File: config.mk
export PLATFORM = sky130hd
export DESIGN_NAME = ghist_clr
export DESIGN_NICKNAME = d
export VERILOG_FILES = /design/src/rtl/ghist_clr.sv
export SDC_FILE = /design/constraint.sdc
export NUM_CORES = 1
export LEC_CHECK = 0
export ABC_CLOCK_PERIOD_IN_PS = 1700
export BUFFER_PORTS_ARGS = -buffer_cell sky130_fd_sc_hd__buf_2
export CAP_MARGIN = 10
export CORE_AREA = 4 4 41 43
export DETAILED_ROUTE_END_ITERATION = 6
export DIE_AREA = 0 0 45 47
export PLACE_DENSITY = 0.55
export SETUP_SLACK_MARGIN = 0.2
export SYNTH_ARGS = -nofsm -noshare
export SYNTH_HDL_FRONTEND = slang
export SYNTH_SLANG_ARGS = --single-unit
export TNS_END_PERCENT = 100
File: constraint.sdc
create_clock -name clk_i -period 1.7 [get_ports clk_i]
set_clock_uncertainty 0.1 [all_clocks]
set_input_delay 0.34 -clock clk_i [delete_from_list [all_inputs] [get_ports clk_i]]
set_output_delay 0.34 -clock clk_i [all_outputs]
set_load 0.01 [all_outputs]
File: src/rtl/ghist_clr.sv
module ghist_clr #(
  parameter int NumBins = 256
) (
  input  logic                       clk_i,
  input  logic                       rst_ni,
  input  logic                       start_i,
  output logic                       busy_o,
  output logic [$clog2(NumBins)-1:0] addr_o
);

  localparam int AW = $clog2(NumBins);
  localparam logic [AW-1:0] LAST = AW'(NumBins - 1);

  logic          busy_q, busy_d;
  logic [AW-1:0] cnt_q, cnt_d;

  always_comb begin
    busy_d = busy_q;
    cnt_d  = cnt_q;
    if (busy_q) begin
      if (cnt_q == LAST) begin
        busy_d = 1'b0;
        cnt_d  = '0;
      end else begin
        cnt_d = cnt_q + 1'b1;
      end
    end else if (start_i) begin
      busy_d = 1'b1;
      cnt_d  = '0;
    end
  end

  // sweep runs out of reset as well
  always_ff @(posedge clk_i or negedge rst_ni) begin
    if (!rst_ni) begin
      busy_q <= 1'b1;
      cnt_q  <= '0;
    end else begin
      busy_q <= busy_d;
      cnt_q  <= cnt_d;
    end
  end

  assign busy_o = busy_q;
  assign addr_o = cnt_q;

endmodule
After elaboration in Yosys (flattened, before gate mapping)
Cells that the tools add are included. W data, S select, Z words.

$add $sub $neg: 1. $mul: 0. Div/mod/pow operators: 0. Order comparisons: 0. Equality and inequality tests: 1. Shift operators: 0. Muxes and demuxes: 6. Bitwise operators: 0. Reductions and logical operators: 1.

Operator list (number): $mux W8 (3); $add A8 B1 Y8 const B (1); $eq A8 B8 Y1 const B (1); $mux W1 (3); $reduce_bool A2 Y1 (1).

Bits in registers: 9. Latch bits: 0. Memory bits (writable): 0. Memory bits (read-only): 0. Input port bits: 3. Memories: 0.

Depth between registers and ports, before layout
Word-level depth: 3. Mapped depth: 4. Gate-level depth less buffers: 4.

Worst setup path after synthesis
OpenSTA, ideal clock, no wires.

Path type: register to register. From: register cnt_q[0], in the netlist addr_o[0]. To: register cnt_q[6], in the netlist addr_o[6]. Arrival: 1392 ps. Data required time: 1513 ps. Setup slack: 122 ps. Stages on the path, launching flop included: 5. Clock period less this slack: 1578 ps. Path through: dfrtp_1 -> ha_1 -> nand3_1 -> or4_1 -> o211ai_1.

Longest elaborated chain between the ends: 3. Elaborated cells on any way between the ends: 4. Classes of those cells: 1 x add/sub; 1 x eq/ne; 2 x mux.

Ends and longest elaborated chain: start, declared (RTL line 15) `logic [AW-1:0] cnt_q, cnt_d;`; start signal, assigned (RTL line 40) `cnt_q <= cnt_d;`; $add A8 B1 Y8 / $eq A8 B8 Y1 (equally long branches) (RTL line 25, 21); $mux W8 * (RTL line 21) `if (cnt_q == LAST) begin`; $mux W8 * (RTL line 20) `if (busy_q) begin`.

Mark *: on every way between the ends. The rest lies on a longest branch, timed or not. A chain may end at the register's enable or synchronous reset.

Worst setup path after layout
From: register cnt_q[0], in the netlist addr_o[0]. To: output addr_o[0].

RTL lines: end, declared (RTL line 8) `output logic [$clog2(NumBins)-1:0] addr_o`.

No word-level cell between the ends.

==> metrics.yaml <==
outcome:
  status: "finished, final reports clean"
route:
  ant_nets: 0
  routed-via-count: 459
  drt_iter0_drc: 5
  via_per_inst: 5.34
  drt_wl_total_um: 1140
  drc: 0
  firstDrtPassIters: 4
  wl_per_cell_um: 13.2
finish:
  drive_above_1_share: 0.352
  syn2layout_area_growth_pct: 31.0
  nets: 76
  post-route-cell-area_sq_um: 624
  diodes: 0
die:
  ios: 12
  die_area_sq_mm: 0.00212
  initial_core_util: 0.366
  fp-row-count: 13
  dieWidth_um: 45
  core_area_sq_mm: 0.00130
  fp.dieH_um: 47
sta:
  rsz0062_at_grt: "false"
  fin_crit_sh: 0.835
  timing.setup.tns_ns: 0
  fmax_mhz: 704
  slew_violations: 0
  period_needed_ns: 1.42
  setup-violations-final: 0
  tightestPinTransition_ns: 0.335
  hold_viol: 0
  relSlewSlack: 0.776
logic_synthesis:
  yosysTopAreaCell: "dfrtp_1"
  synth.top_cells.by_area: "dfrtp_1 (42%), nand2_1 (7.9%), o21ai_0 (6.3%)"
  synthFlopType: "dfrtp_1"
  synth_nets: 57
  syn_inst: 53
  syn_area_sq_um: 477
  ys_seq_area_frac: 0.475
  async_reset_ff_frac: 1.00
  yosysWarnings: 0
  synth.distinct_cells: 24
  synth_top_area_frac: 0.420
  ys_ff_latch: 9
  avgSynthCellArea_sq_um: 8.99
  synth_edf_count: 0
cts:
  clk_pin_slew_worst_paths_ns: 0.06
  cts_tree: "built"
  cts-root-buf: "clkbuf_4"
  ctsLongestPathBuffers: 2
  clk_latency_ns: 0.26
  cts_buffers: 3
  cts_sinks: 9
  htreeDepth: 1
place:
  dp.final_hpwl_um: 816
  placed_area_sq_um: 561
  portBuffers: 11
  gp_congestion: 0.728
worst_setup_path:
  start_kind: "register"
  path_buf_inv: 2
  cp.depth: 2
  max_stage_delay_ns: 0.43
  crit_type: "register to output port"
  end_kind: "output port"
  endpoint: "addr_o[0]"
  r2r-start: "addr_o[0]"
  crit_path_max_fanout: 6
  crit_path_top_delay_cell: "dfrtp_2"
  reg2reg_to: "addr_o[6]"
  crit_required_ns: 1.26
  critical_path.startpoint: "addr_o[0]"
  arrival_ns: 0.98
  r2r_slack_ns: 0.28
  path_cells: "buf_4 -> buf_2"
  reg2regPathDepth: 4
  cpLargestDelayFamily: "flip-flops"
power:
  vdd_drop_max_uv: 785
  p_total_mw: 1.14
  p_leak_nw: 0.264
  powerDensity_mw_per_mm2: 1830
min_path:
  worstHoldPathType: "input pin to register"
  hold_path_depth: 2
flow_run:
  drv_cap: 0
global_route:
  antenna_found_initial: 0
  grt_max_degree: 10
  grt-ovfl-total: 0
  track_usage: 0.116
  grt_first_pass_wirelength_um: 1690
  grt_pass1_vias: 379
cell families (layout without fill, tap and decap cells):
group / count (synthesis) / after routing / synth area share
compound gates: 14 / 14 / 0.189
xor+xnor: 1 / 1 / 0.0184
fa+ha+maj: 1 / 1 / 0.0262
buf+inv: 3 / 21 / 0.0262
flops: 9 / 9 / 0.475
mux: 1 / 1 / 0.0210
simple gates: 24 / 24 / 0.244
area by class of cell:
| type | instances | area, sq um |
|---|---|---|
| clock buffers | 4 | 26.3 |
| fillers | 138 | 677 |
| inverters | 2 | 7.51 |
| multi-input cells | 41 | 255 |
| flip-flops and latches | 9 | 229 |
| well taps | 15 | 18.8 |
| repair buffers | 15 | 87.6 |
power breakdown:
group / leakage, nW / switching, mW / internal [mW]
Combinational: 0.145 / 0.261 / 0.256
Sequential: 0.104 / 0.141 / 0.321
Clock: 0.0150 / 0.0717 / 0.0903
Total: 0.264 / 0.474 / 0.667
cell usage after synthesis (2+ instances only):
master / count
or4_1: 2
a21oi_1: 2
nand2_1: 10
dfrtp_1: 8
nand3_1: 2
o21ai_0: 6
nand4_1: 2
inv_1: 2
nor2_1: 4
layer usage:
layer,global-route usage,part of all wire
met5,0,0
met4,0.0526,0.011
met3,0.0498,0.098
met2,0.175,0.46
met1,0.144,0.43
metrics by stage:
stage	setup slack (ns)	hold WS, ns	instances	utilization
3_3_place_gp	0.187	0.104	78	0.431
5_1_grt	0.227	0.243	86	0.480
3_5_place_dp	0.194	0.100	78	0.431
6_report	0.280	0.241	86	0.480
2_1_floorplan	0.219	-0.0556	53	-
4_1_cts	0.234	0.239	86	0.476
state kept, by name, summed over array words and instances, names as in the netlist:
name    flops
busy_o      1
addr_o      8
timing repair:
| item | 4_1_cts | 5_1_grt |
|---|---|---|
| endpoints found under the setup margin | 2 | 3 |
| cloned | 0 | 0 |
| endpoints found under the hold margin | 8 | 0 |
| resized for setup | 0 | 1 |
| buffers inserted | 3 | 0 |
| hold buffers | 1 | 0 |
placed cells by master, fill, tap and decap left out:
cell / synthesis / layout
o21bai_1: 1 / 1
dfrtp_1: 8 / 6
or4_1: 2 / 2
ha_4: 0 / 1
inv_2: 0 / 1
a31o_2: 1 / 1
o2bb2ai_1: 1 / 1
o21ai_0: 6 / 6
nand3_2: 0 / 1
clkbuf_4: 0 / 3
dlygate4sd3_1: 0 / 1
buf_4: 0 / 3
o41a_1: 1 / 1
xnor2_1: 1 / 1
nand2b_1: 1 / 1
nand2_1: 10 / 10
o22ai_1: 1 / 1
nor3_1: 1 / 1
o211ai_1: 1 / 1
a21oi_1: 2 / 2
nand4_1: 2 / 2
nor2_1: 4 / 4
inv_1: 2 / 1
dfrtp_2: 0 / 2
buf_2: 1 / 11
mux2i_1: 1 / 1
or3b_2: 1 / 1
nor4_1: 1 / 1
clkbuf_1: 0 / 1
dfstp_2: 1 / 1
nand3_1: 2 / 1
worst register-to-register path, delay by kind of cell (launching register included):
family	cells	cell delay (ns)
fa+ha+maj	1	0.16
simple gates	2	0.58
flops	1	0.39
compound gates	1	0.10
how the worst min path moves through the flow:
stage                     startpoint        end  slack [ns]
final                        start_i  addr_o[1]        0.24
after global routing         start_i  addr_o[1]        0.24
after CTS                    start_i  addr_o[1]        0.24
after detailed placement      rst_ni  addr_o[6]        0.10
after global placement        rst_ni  addr_o[6]        0.10
after floorplan               rst_ni  addr_o[0]       -0.06
Power figures use the tool's default switching activity.
